--- src/rtl/fta_pkg.sv ---
// ----------------------------------------------------------------------------
// fta_pkg
// Shared types, constants and helpers of the frame time window averager.
// ----------------------------------------------------------------------------
`default_nettype none

package fta_pkg;

    // Default configuration
    localparam int WINDOW_DEF    = 120;
    localparam int TIME_BITS_DEF = 32;

    // Output widths and rate scaling (16 x one million microseconds)
    localparam int          OUT_W      = 32;
    localparam int          RATE_W     = 24;
    localparam logic [RATE_W-1:0] RATE_SCALE = 24'd16000000;

    // Ring access request for one cycle
    typedef struct packed {
        logic rd;   // read the entry at the write position
        logic wr;   // write the entry and advance the position
    } t_ring_cmd;

    // Clamp a wide value to the 32-bit output range
    function automatic logic [OUT_W-1:0] sat32(input logic [63:0] v);
        logic [OUT_W-1:0] r;
        if (v > 64'h0000_0000_FFFF_FFFF) begin
            r = '1;
        end else begin
            r = v[OUT_W-1:0];
        end
        return r;
    endfunction

endpackage

`default_nettype wire

--- src/rtl/frame_time_window_averager.sv ---
// ----------------------------------------------------------------------------
// frame_time_window_averager
// Frame time, instant rate and boxcar window average of frame marks.
// ----------------------------------------------------------------------------
// Each accepted beat is a frame mark with a free-running microsecond stamp.
// The block returns one result beat per mark: the saturating frame count, the
// frame time since the previous mark (modulo 2^TIME_BITS, first mark measured
// from zero), the instant rate in 1/16 fps, and once WINDOW frames have been
// counted the window average time and average rate (zero before that). All
// divisions run on one shared bit-serial divider, one quotient bit per cycle,
// one after another: the instant rate for every mark, and the window average
// and the average rate once the window is full, before the next mark is taken.
// A new mark is taken while the previous result still waits at the output.
// The ring needs no clearing after reset: entries not yet overwritten in the
// first lap count as zero.
// ----------------------------------------------------------------------------
`default_nettype none

module frame_time_window_averager #(
    parameter int WINDOW    = fta_pkg::WINDOW_DEF,
    parameter int TIME_BITS = fta_pkg::TIME_BITS_DEF
) (
    input  wire logic        i_clk,
    input  wire logic        i_rst_n,
    // mark channel
    input  wire logic        i_in_valid,
    output logic             o_in_ready,
    input  wire logic [31:0] i_time_stamp_us,
    // result channel
    output logic             o_out_valid,
    input  wire logic        i_out_ready,
    output logic [31:0]      o_frames_seen,
    output logic [31:0]      o_frame_time_us,
    output logic [23:0]      o_instant_rate_q4,
    output logic             o_average_valid,
    output logic [31:0]      o_average_time_us,
    output logic [23:0]      o_average_rate_q4
);

    localparam int RATE_W = fta_pkg::RATE_W;
    localparam int OUT_W  = fta_pkg::OUT_W;
    localparam int SUM_W  = TIME_BITS + $clog2(WINDOW);
    localparam int DVD_W  = (SUM_W > RATE_W) ? SUM_W : RATE_W;
    localparam int STEP_W = $clog2(DVD_W + 1);

    typedef enum logic [2:0] {
        S_IDLE,
        S_READ,
        S_RATE,
        S_AVG,
        S_ARATE,
        S_OUT
    } t_state_e;

    t_state_e             r_state, n_state;
    logic [TIME_BITS-1:0] r_prev,  n_prev;
    logic [OUT_W-1:0]     r_count, n_count;
    logic                 r_first, n_first;
    logic [TIME_BITS-1:0] r_ft,    n_ft;
    logic [SUM_W-1:0]     r_sum,   n_sum;
    logic [RATE_W-1:0]    r_irate, n_irate;
    logic [TIME_BITS-1:0] r_avg,   n_avg;
    logic [RATE_W-1:0]    r_arate, n_arate;

    logic                 r_out_valid,  n_out_valid;
    logic [OUT_W-1:0]     r_out_frames, n_out_frames;
    logic [OUT_W-1:0]     r_out_ft,     n_out_ft;
    logic [RATE_W-1:0]    r_out_irate,  n_out_irate;
    logic                 r_out_avalid, n_out_avalid;
    logic [OUT_W-1:0]     r_out_avg,    n_out_avg;
    logic [RATE_W-1:0]    r_out_arate,  n_out_arate;

    logic                 in_acc;
    logic [TIME_BITS-1:0] stamp;
    logic                 win_full;

    fta_pkg::t_ring_cmd   ring_cmd;
    logic [TIME_BITS-1:0] ring_rdata;

    logic                 div_start;
    logic [DVD_W-1:0]     div_dvd;
    logic [TIME_BITS-1:0] div_dvs;
    logic [STEP_W-1:0]    div_steps;
    logic                 div_busy;
    logic                 div_done;
    logic [DVD_W-1:0]     div_q;

    // Frame time store
    fta_ring #(
        .DEPTH  (WINDOW),
        .DATA_W (TIME_BITS)
    ) u_ring (
        .i_clk   (i_clk),
        .i_rst_n (i_rst_n),
        .i_cmd   (ring_cmd),
        .i_wdata (r_ft),
        .o_rdata (ring_rdata)
    );

    // Shared divider for both rates and the window average
    fta_divider #(
        .DVD_W  (DVD_W),
        .DVS_W  (TIME_BITS),
        .STEP_W (STEP_W)
    ) u_div (
        .i_clk      (i_clk),
        .i_rst_n    (i_rst_n),
        .i_start    (div_start),
        .i_dividend (div_dvd),
        .i_divisor  (div_dvs),
        .i_steps    (div_steps),
        .o_busy     (div_busy),
        .o_done     (div_done),
        .o_quotient (div_q)
    );

    assign o_in_ready = (r_state == S_IDLE);
    assign in_acc     = i_in_valid && o_in_ready;
    assign stamp      = TIME_BITS'(i_time_stamp_us);
    assign win_full   = (r_count >= OUT_W'(WINDOW));

    // Sequencer: frame time, ring update, then up to three divisions
    always_comb begin
        n_state      = r_state;
        n_prev       = r_prev;
        n_count      = r_count;
        n_first      = r_first;
        n_ft         = r_ft;
        n_sum        = r_sum;
        n_irate      = r_irate;
        n_avg        = r_avg;
        n_arate      = r_arate;
        n_out_valid  = r_out_valid;
        n_out_frames = r_out_frames;
        n_out_ft     = r_out_ft;
        n_out_irate  = r_out_irate;
        n_out_avalid = r_out_avalid;
        n_out_avg    = r_out_avg;
        n_out_arate  = r_out_arate;
        ring_cmd     = '0;
        div_start    = 1'b0;
        div_dvd      = '0;
        div_dvs      = '0;
        div_steps    = '0;

        // result beat taken
        if (r_out_valid && i_out_ready) begin
            n_out_valid = 1'b0;
        end

        unique case (r_state)
            S_IDLE: begin
                if (in_acc) begin
                    n_ft    = stamp - r_prev;
                    n_prev  = stamp;
                    n_first = (r_count < OUT_W'(WINDOW));
                    n_count = (r_count == '1) ? r_count : r_count + 1'b1;
                    ring_cmd.rd = 1'b1;
                    n_state = S_READ;
                end
            end
            S_READ: begin
                // entries not yet written in the first lap are zero
                n_sum = r_sum - (r_first ? '0 : SUM_W'(ring_rdata)) + SUM_W'(r_ft);
                ring_cmd.wr = 1'b1;
                div_start   = 1'b1;
                div_dvd     = DVD_W'(fta_pkg::RATE_SCALE) << (DVD_W - RATE_W);
                div_dvs     = r_ft;
                div_steps   = STEP_W'(RATE_W);
                n_state     = S_RATE;
            end
            S_RATE: begin
                if (div_done) begin
                    n_irate = (r_ft == '0) ? fta_pkg::RATE_SCALE : div_q[RATE_W-1:0];
                    if (win_full) begin
                        div_start = 1'b1;
                        div_dvd   = DVD_W'(r_sum) << (DVD_W - SUM_W);
                        div_dvs   = TIME_BITS'(WINDOW);
                        div_steps = STEP_W'(SUM_W);
                        n_state   = S_AVG;
                    end else begin
                        n_avg   = '0;
                        n_arate = '0;
                        n_state = S_OUT;
                    end
                end
            end
            S_AVG: begin
                if (div_done) begin
                    n_avg     = div_q[TIME_BITS-1:0];
                    div_start = 1'b1;
                    div_dvd   = DVD_W'(fta_pkg::RATE_SCALE) << (DVD_W - RATE_W);
                    div_dvs   = div_q[TIME_BITS-1:0];
                    div_steps = STEP_W'(RATE_W);
                    n_state   = S_ARATE;
                end
            end
            S_ARATE: begin
                if (div_done) begin
                    n_arate = (r_avg == '0) ? fta_pkg::RATE_SCALE : div_q[RATE_W-1:0];
                    n_state = S_OUT;
                end
            end
            S_OUT: begin
                if (!r_out_valid || i_out_ready) begin
                    n_out_valid  = 1'b1;
                    n_out_frames = r_count;
                    n_out_ft     = fta_pkg::sat32(64'(r_ft));
                    n_out_irate  = r_irate;
                    n_out_avalid = win_full;
                    n_out_avg    = fta_pkg::sat32(64'(r_avg));
                    n_out_arate  = r_arate;
                    n_state      = S_IDLE;
                end
            end
            default: begin
                n_state = S_IDLE;
            end
        endcase
    end

    // State and registered outputs
    always_ff @(posedge i_clk) begin
        if (!i_rst_n) begin
            r_state     <= S_IDLE;
            r_prev      <= '0;
            r_count     <= '0;
            r_sum       <= '0;
            r_out_valid <= 1'b0;
        end else begin
            r_state     <= n_state;
            r_prev      <= n_prev;
            r_count     <= n_count;
            r_sum       <= n_sum;
            r_out_valid <= n_out_valid;
        end
        r_first      <= n_first;
        r_ft         <= n_ft;
        r_irate      <= n_irate;
        r_avg        <= n_avg;
        r_arate      <= n_arate;
        r_out_frames <= n_out_frames;
        r_out_ft     <= n_out_ft;
        r_out_irate  <= n_out_irate;
        r_out_avalid <= n_out_avalid;
        r_out_avg    <= n_out_avg;
        r_out_arate  <= n_out_arate;
    end

    assign o_out_valid       = r_out_valid;
    assign o_frames_seen     = r_out_frames;
    assign o_frame_time_us   = r_out_ft;
    assign o_instant_rate_q4 = r_out_irate;
    assign o_average_valid   = r_out_avalid;
    assign o_average_time_us = r_out_avg;
    assign o_average_rate_q4 = r_out_arate;

    // Checks
    a_idle_div_quiet: assert property (@(posedge i_clk) disable iff (!i_rst_n)
        o_in_ready |-> !div_busy)
        else $error("divider busy while a mark is accepted");

    a_done_expected: assert property (@(posedge i_clk) disable iff (!i_rst_n)
        div_done |-> (r_state == S_RATE || r_state == S_AVG || r_state == S_ARATE))
        else $error("divider finished outside a division state");

    a_avg_zero: assert property (@(posedge i_clk) disable iff (!i_rst_n)
        (o_out_valid && !o_average_valid) |->
            (o_average_time_us == '0 && o_average_rate_q4 == '0))
        else $error("average fields not zero before the window is full");

    a_rate_range: assert property (@(posedge i_clk) disable iff (!i_rst_n)
        o_out_valid |-> (o_instant_rate_q4 <= fta_pkg::RATE_SCALE &&
                         o_average_rate_q4 <= fta_pkg::RATE_SCALE))
        else $error("rate above full scale");

endmodule

`default_nettype wire

--- src/rtl/fta_ring.sv ---
// ----------------------------------------------------------------------------
// fta_ring
// Ring store of frame times with its own write position; registered read at
// the position that the next write will overwrite.
// ----------------------------------------------------------------------------
`default_nettype none

module fta_ring #(
    parameter int DEPTH  = fta_pkg::WINDOW_DEF,
    parameter int DATA_W = fta_pkg::TIME_BITS_DEF
) (
    input  wire logic              i_clk,
    input  wire logic              i_rst_n,
    input  wire fta_pkg::t_ring_cmd i_cmd,
    input  wire logic [DATA_W-1:0] i_wdata,
    output logic      [DATA_W-1:0] o_rdata
);

    localparam int PTR_W = $clog2(DEPTH);

    logic [DATA_W-1:0] r_mem [DEPTH];
    logic [PTR_W-1:0]  r_ptr;
    logic [DATA_W-1:0] r_rdata;

    // Write position, wraps at the last entry
    always_ff @(posedge i_clk) begin
        if (!i_rst_n) begin
            r_ptr <= '0;
        end else if (i_cmd.wr) begin
            if (r_ptr == PTR_W'(DEPTH - 1)) begin
                r_ptr <= '0;
            end else begin
                r_ptr <= r_ptr + 1'b1;
            end
        end
    end

    // Storage: one write and one registered read port
    always_ff @(posedge i_clk) begin
        if (i_cmd.wr) begin
            r_mem[r_ptr] <= i_wdata;
        end
        if (i_cmd.rd) begin
            r_rdata <= r_mem[r_ptr];
        end
    end

    assign o_rdata = r_rdata;

endmodule

`default_nettype wire

--- src/rtl/fta_divider.sv ---
// ----------------------------------------------------------------------------
// fta_divider
// Bit-serial restoring divider: one quotient bit per cycle. The dividend is
// loaded left-aligned and shifted out MSB first while quotient bits shift in.
// ----------------------------------------------------------------------------
`default_nettype none

module fta_divider #(
    parameter int DVD_W  = 39,
    parameter int DVS_W  = fta_pkg::TIME_BITS_DEF,
    parameter int STEP_W = $clog2(DVD_W + 1)
) (
    input  wire logic              i_clk,
    input  wire logic              i_rst_n,
    input  wire logic              i_start,
    input  wire logic [DVD_W-1:0]  i_dividend,
    input  wire logic [DVS_W-1:0]  i_divisor,
    input  wire logic [STEP_W-1:0] i_steps,
    output logic                   o_busy,
    output logic                   o_done,
    output logic      [DVD_W-1:0]  o_quotient
);

    logic [DVD_W-1:0]  r_dq;
    logic [DVS_W-1:0]  r_rem;
    logic [DVS_W-1:0]  r_dvs;
    logic [STEP_W-1:0] r_cnt;
    logic              r_done;

    logic [DVS_W:0]    trial;
    logic              q_bit;
    logic [DVS_W:0]    diff;

    // One restoring step: bring in the next dividend bit, try the subtract
    always_comb begin
        trial = {r_rem, r_dq[DVD_W-1]};
        diff  = trial - {1'b0, r_dvs};
        q_bit = (trial >= {1'b0, r_dvs});
    end

    // Control is reset, data path is not
    always_ff @(posedge i_clk) begin
        if (!i_rst_n) begin
            r_cnt  <= '0;
            r_done <= 1'b0;
        end else if (i_start) begin
            r_cnt  <= i_steps;
            r_done <= 1'b0;
        end else if (r_cnt != '0) begin
            r_cnt  <= r_cnt - 1'b1;
            r_done <= (r_cnt == STEP_W'(1));
        end else begin
            r_done <= 1'b0;
        end
    end

    always_ff @(posedge i_clk) begin
        if (i_start) begin
            r_dq  <= i_dividend;
            r_rem <= '0;
            r_dvs <= i_divisor;
        end else if (r_cnt != '0) begin
            r_dq  <= {r_dq[DVD_W-2:0], q_bit};
            r_rem <= q_bit ? diff[DVS_W-1:0] : trial[DVS_W-1:0];
        end
    end

    assign o_busy     = (r_cnt != '0);
    assign o_done     = r_done;
    assign o_quotient = r_dq;

endmodule

`default_nettype wire
--- config.mk ---
export PLATFORM = sky130hd
export DESIGN_NAME = frame_time_window_averager
export DESIGN_NICKNAME = d
export VERILOG_FILES = /design/src/rtl/fta_pkg.sv /design/src/rtl/frame_time_window_averager.sv /design/src/rtl/fta_ring.sv /design/src/rtl/fta_divider.sv
export SDC_FILE = /design/constraint.sdc
export NUM_CORES = 2
export LEC_CHECK = 0
export BUFFER_PORTS_ARGS = -buffer_cell sky130_fd_sc_hd__buf_2
export CAP_MARGIN = 20
export CORE_UTILIZATION = 45
export CTS_CLUSTER_SIZE = 12
export DETAILED_ROUTE_END_ITERATION = 7
export HOLD_SLACK_MARGIN = 0.08
export PLACE_DENSITY_LB_ADDON = 0.12
export SLEW_MARGIN = 30
export SYNTH_ARGS = -nofsm -noshare
export SYNTH_HDL_FRONTEND = slang
export SYNTH_SLANG_ARGS = --single-unit
--- constraint.sdc ---
create_clock -name i_clk -period 14.4 [get_ports i_clk]
set_input_delay 1.44 -clock i_clk [delete_from_list [all_inputs] [get_ports i_clk]]
set_output_delay 1.44 -clock i_clk [all_outputs]
set_load 0.1 [all_outputs]
### After elaboration in Yosys (flattened, before gate mapping)

Memories as Yosys holds them, arrays and structs flattened. A register that Yosys moved wholly into a read port is not among the register bits.
Index checks and enable logic that the tools add are counted.

| storage, ports and cells | value |
|---|---|
| ROM bits | 0 |
| logic and storage cells | 116 |
| flip-flop bits (word level) | 482 |
| output and inout bits | 147 |
| memories | 1 |
| bits of input ports | 36 |
| memory bits (writable) | 3,840 |
| latch bits | 0 |

| cells by class | value |
|---|---|
| multipliers | 0 |
| equal/unequal tests | 14 |
| reductions and logical operators | 19 |
| shifts and indexed selects | 0 |
| order comparisons | 3 |
| divide/modulo/power cells | 0 |
| muxes and demuxes | 47 |
| add/subtract/negate cells | 7 |
| bitwise gates (word level) | 3 |

Memory list:

| name | depth | bits a word | read ports | clocked after memory_dff | wr ports | line | text |
|---|---|---|---|---|---|---|---|
| u_ring.r_mem | 120 | 32 | 1 | 1 | 1 | fta_ring.sv:21 | `logic [DATA_W-1:0] r_mem [DEPTH];` |

Operator list:

| operator | count |
|---|---|
| 39-bit 2-to-1 mux | 5 |
| 32-bit 2-to-1 mux | 6 |
| 39-bit one-hot mux with 3 select lines | 1 |
| 24-bit 2-to-1 mux | 4 |
| 32-bit one-hot mux with 3 select lines | 1 |
| 32-bit logical NOT | 2 |
| 32-bit one-hot mux with 2 select lines | 1 |
| 32-bit subtractor | 2 |
| 24-bit one-hot mux with 2 select lines | 1 |
| 39-bit by 32-bit adder with 39-bit output | 1 |
| 39-bit by 32-bit subtractor with 39-bit output | 1 |
| 33-bit by 32-bit greater-or-equal comparator with 1-bit output | 1 |
| 32-bit by 1-bit adder with 32-bit output (second input constant) | 1 |
| 32-bit == test (second input constant) | 1 |
| 32-bit by 7-bit greater-or-equal comparator with 1-bit output (second input constant) | 1 |
| 32-bit by 7-bit less-than comparator with 1-bit output (second input constant) | 1 |
| 6-bit 2-to-1 mux | 4 |
| 7-bit 2-to-1 mux | 3 |
| 3-bit 2-to-1 mux | 6 |
| 3-bit one-hot mux with 6 select lines | 1 |
| 6-bit one-hot mux with 3 select lines | 1 |
| 1-bit 2-to-1 mux | 11 |
| 2-bit by 1-bit != test with 1-bit output (second input constant) | 4 |
| 4-bit AND reduction | 2 |
| other kinds (21) | 31 |

### Depth between registers and ports, before layout

| logic depth | value |
|---|---|
| depth after elaboration | 5 |
| gate-level depth with buffers | 16 |
| depth with buffers taken out | 15 |

### Cells and area by module

A second synthesis with hierarchy kept.

| unflattened totals | value |
|---|---|
| cells, all modules | 10,857 |
| area, all modules | 173,387.5 µm² |

Modules (own cells, without submodules):

| module | seq. area each (µm²) | area each (µm²) | cells an instance | times used |
|---|---|---|---|---|
| fta_ring | 116,411.6 | 148,601.3 | 8,532 | 1 |
| frame_time_window_averager | 9,889.5 | 18,654.1 | 1,741 | 1 |
| fta_divider | 2,912.8 | 6,132.1 | 584 | 1 |

### Least setup slack after synthesis

Ideal clock, no wire load.

| timing | value |
|---|---|
| path kind | input to register |
| start | in i_out_ready |
| end | reg r_out_arate[0] (netlist: o_average_rate_q4[0]), enable pin |
| path slack | 6,238 ps |
| buffers on the path | 0 |
| library setup time | 651 ps |
| data required time | 13,749 ps |
| data arrival time | 7,511 ps |
| stages on the path | 2 |
| cells stage by stage | nor2b_1 -> nor2_1 |

| between the ends | value |
|---|---|
| longest elaborated chain between the ends | 2 |

Ends and longest elaborated chain:

| item | line | text |
|---|---|---|
| start: declaration | frame_time_window_averager.sv:31 | `input wire logic i_out_ready,` |
| 1-bit logical OR | frame_time_window_averager.sv:205 | `if (!r_out_valid \|\| i_out_ready) begin` |
| 2-bit AND reduction (no source line) | -- |  |
| end signal: assignment | frame_time_window_averager.sv:247 | `r_out_arate <= n_out_arate;` |
| end: declaration | frame_time_window_averager.sv:71 | `logic [RATE_W-1:0] r_out_arate, n_out_arate;` |

No other way between the ends.
A chain may end at the register's enable or synchronous reset.

==> results by group <==
Setup path
  • CP startpoint kind: flip-flop
  • Arr. time, crit path: 6270 ps
  • Most frequent CP cell: buf_4
  • R2R setup slack: approximately 9000 ps
  • WP buf/inv: 4
  • Worst Setup End Kind: flip-flop
  • Worst path top cell family by delay: buffers and inverters
  • Kind of critical path: reg -> reg
  • Crit-path max FO: 87
  • WP data required: around 15,000 ps
  • Worst-path cell chain: nor3b_2, buf_12, buf_4, buf_4, buf_4, a22oi_1, a31oi_1, a21oi_1, o21ai_0, nor2_1, nand3_1
  • CP max stage cell: o21ai_0
  • Critical Path Max Stage Delay: 870 ps

STA
  • Fmax: approximately 180 MHz
  • Max-slew violation count: 0
  • Setup violations, final: 0
  • Max transition margin: approximately a quarter
  • Final worst clock skew: 53.6 ps
  • PnR worst setup slack: about 9000 ps
  • RSZ-0062 raised after global routing: no
  • Fin Setup TNS: 0 ps
  • Tcrit/Tclk final: between 30 and 40%
  • Slew at the pin with the worst max-slew slack: approximately 1100 ps
  • Fin. Hold Viols: 0
  • Minimum clock period: roughly 5400 ps

Final layout
  • Proportion of layout cells with a drive suffix above 1: 12.9%
  • Top reg by flops: u_ring.r_mem
  • Area Growth Syn to Fin: 13.6%
  • Total of fill cells in the finished design: around 30k
  • Largest register FFs: ~3.8k
  • Post-route cell area: 0.186 mm2
  • Final nets: slightly above 10k
  • Non-filler cells, final: 15.1k

Power
  • Net Sw Frac: around 25%
  • Pleak: ~57 nW
  • Pwr Density: 154 mW/mm2
  • Total power: 28.7 mW
  • Psw: around 7.2 mW
  • Logic pwr share: 11.0%
  • P_int: about 21 mW
  • Part of the power in registers: about 52%
  • Peak VDD IR: between 0.0001 and 0.00015 V
  • Clock Power Share: 37.5%

Logic synthesis
  • Register area share after synthesis: about four fifths
  • Post-Syn Instances: slightly below 10k
  • Mean Syn Cell Area: between 15 and 20 um2
  • Synthesized net count: roughly 10k
  • Distinct cell type count after synthesis: between 80 and 90
  • Seq cells post-synth: around 4.4k
  • Top-count cell post-synth: edfxtp_1
  • Synth area leader: edfxtp_1
  • Mapped Area: approximately 0.16 mm2
  • Synth warn: 0
  • Ranking of synthesized cells by area: edfxtp_1 77%, a22oi_1 6.5%, dfxtp_1 1.9%, a22o_1 1.4%, a221oi_1 1.4%
  • Dominant synthesized flop cell: edfxtp_1
  • Post-synth ARST share: 0%
  • Post-synth top area share: 77.0%
  • Post-synth top cells: 4,201 x edfxtp_1, 1,418 x a22oi_1, 294 x nand2_1
  • EDFF count, synth: 4,201

Die
  • Starting Density: between 40% and 50%
  • Die width: 605 um
  • Row count: 221
  • Die H: 605 um
  • Num ports: between 150 and 200
  • Core ar.: around 0.36 mm2
  • Die area: approximately 0.37 mm2

Clock network
  • Reg clk slew, reported paths: 60 ps
  • Worst-Skew Late Latency: slightly below 1000 ps
  • Post-CTS Hold Buffers: 0
  • Clock root cell: clkbuf_16
  • Clock sinks: approximately 4.4k
  • Post-cts resize count: 0
  • CTS tree: yes
  • Setup bufs post-CTS: 0
  • H-Tree Depth: 5
  • Inserted Clock Buffers: 445
  • Clk buf depth: 4

Place
  • GP Congestion: slightly below 0.9
  • Placed cells: roughly 14k
  • Cell Area, Placed: 0.173 mm2
  • Port bufs: around 180
  • DP Worst Slack: ~9100 ps
  • Dpl hpwl: approximately 300,000 um

GRT
  • Gr ovfl total: 0
  • GRT Overall Usage: between 20% and 30%
  • Initial antenna violation count: between 40 and 50
  • Vias in the first global route: approximately 92k
  • First-pass GRT wire length: roughly 740,000 um
  • Largest net degree at the start of global routing: about 120

Routing
  • WL final: about 530,000 um
  • DRC viols: 0
  • Routed via count: between 90k and 100k
  • Detail Route Antenna Nets: 0
  • Initial drt markers: between 10k and 15k
  • Routed length per instance: about 35 um
  • Vias per inst: approximately 6.4
  • First-pass iteration count of the detailed router: 5

Run
  • Number of max-cap violations: 0

Worst hold path
  • Worst hold path class: reg -> reg

Outcome
  • Status: completed
## metal layers
metal | track usage [%] | part of all wire (%) | wire length (um) | up-vias
li1 | - | - | - | 40300
met1 | 40.0 | 40 | 216000 | 50500
met2 | 44.7 | 46 | 247000 | 5197
met3 | 4.85 | 9.1 | 48800 | 802
met4 | 10.7 | 4.2 | 22300 | 20
met5 | 0 | 0.024 | 126 | -
## cell families (layout without fill, tap and decap cells)
family / Yosys count / in the layout / share of synthesized area, %
flops: 4354 / 4354 / 78.9
compound gates: 2906 / 2906 / 13.2
simple gates: 1245 / 1245 / 3.91
buf+inv: 836 / 1556 / 2.12
fa+ha+maj: 141 / 141 / 1.23
xor+xnor: 111 / 111 / 0.593
mux: 10 / 10 / 0.0779
other cells: 0 / 18 / 0
## cell type report
class / instances / area [um2] / share of cell area, %
sequential: 4354 / 129000 / 69.5
multi-input combinational: 4413 / 32500 / 17.5
clock buffer: 622 / 12100 / 6.51
tap: 4794 / 6000 / 3.22
timing repair buffer: 547 / 4130 / 2.22
clock inverter: 156 / 1150 / 0.619
inverter: 231 / 870 / 0.467
antenna: 18 / 45.0 / 0.0242
## stage by stage
stage               util (%)  hold slack, ps
floorplan                  -             400
global placement        47.5             404
detailed placement      47.6             405
CTS                     51.3             416
global route            51.3             422
finish                  51.4             412
## worst reg2reg max path: stages (launching register included)
cell     delay (ps)
dfxtp_1         750
nor3b_2         430
buf_12          460
buf_4           690
buf_4           670
buf_4           640
a22oi_1         180
a31oi_1         210
a21oi_1         130
o21ai_0         870
nor2_1          120
nand3_1         130
## worst paths after layout
kind	cells past startpoint	from	to
max	11	u_ring.r_ptr[0]$_SDFFE_PN0P_	u_ring.o_rdata[17]$_DFFE_PP_
min	0	r_arate[10]$_SDFFCE_PN0P_	o_average_rate_q4[10]$_DFFE_PP_
max reg2reg	11	u_ring.r_ptr[0]$_SDFFE_PN0P_	u_ring.o_rdata[17]$_DFFE_PP_
min reg2reg	0	r_arate[10]$_SDFFCE_PN0P_	o_average_rate_q4[10]$_DFFE_PP_
## power by group through the flow
stage / registers, mW / clock network [mW] / logic, mW
global route: 14.8 / 11.3 / 3.39
global placement: 15.1 / 0 / 3.03
detailed placement: 15.1 / 0 / 3.09
floorplan: 15.2 / 0 / 1.66
CTS: 14.8 / 10.9 / 3.11
finish: 14.8 / 10.7 / 3.15
## cell usage in the layout, fill, tap and decap left out, types with 62 or more instances in the layout
cell       instances
edfxtp_1        4201
inv_1            227
nand2_1          281
clkinv_1          88
nor2_4           125
and2_1           100
nor2_1            88
xnor2_1           62
a22oi_1         1418
a22o_1           256
nand4_1          215
dfxtp_1          150
a41oi_1          117
a31oi_1          165
nand3_1          130
o21ai_0          207
clkbuf_1         157
a21oi_1          135
a221oi_1         254
buf_4            323
nor2b_1           66
clkbuf_16        455
ha_1             107
buf_2            181
(Power assumes the default switching activity.)
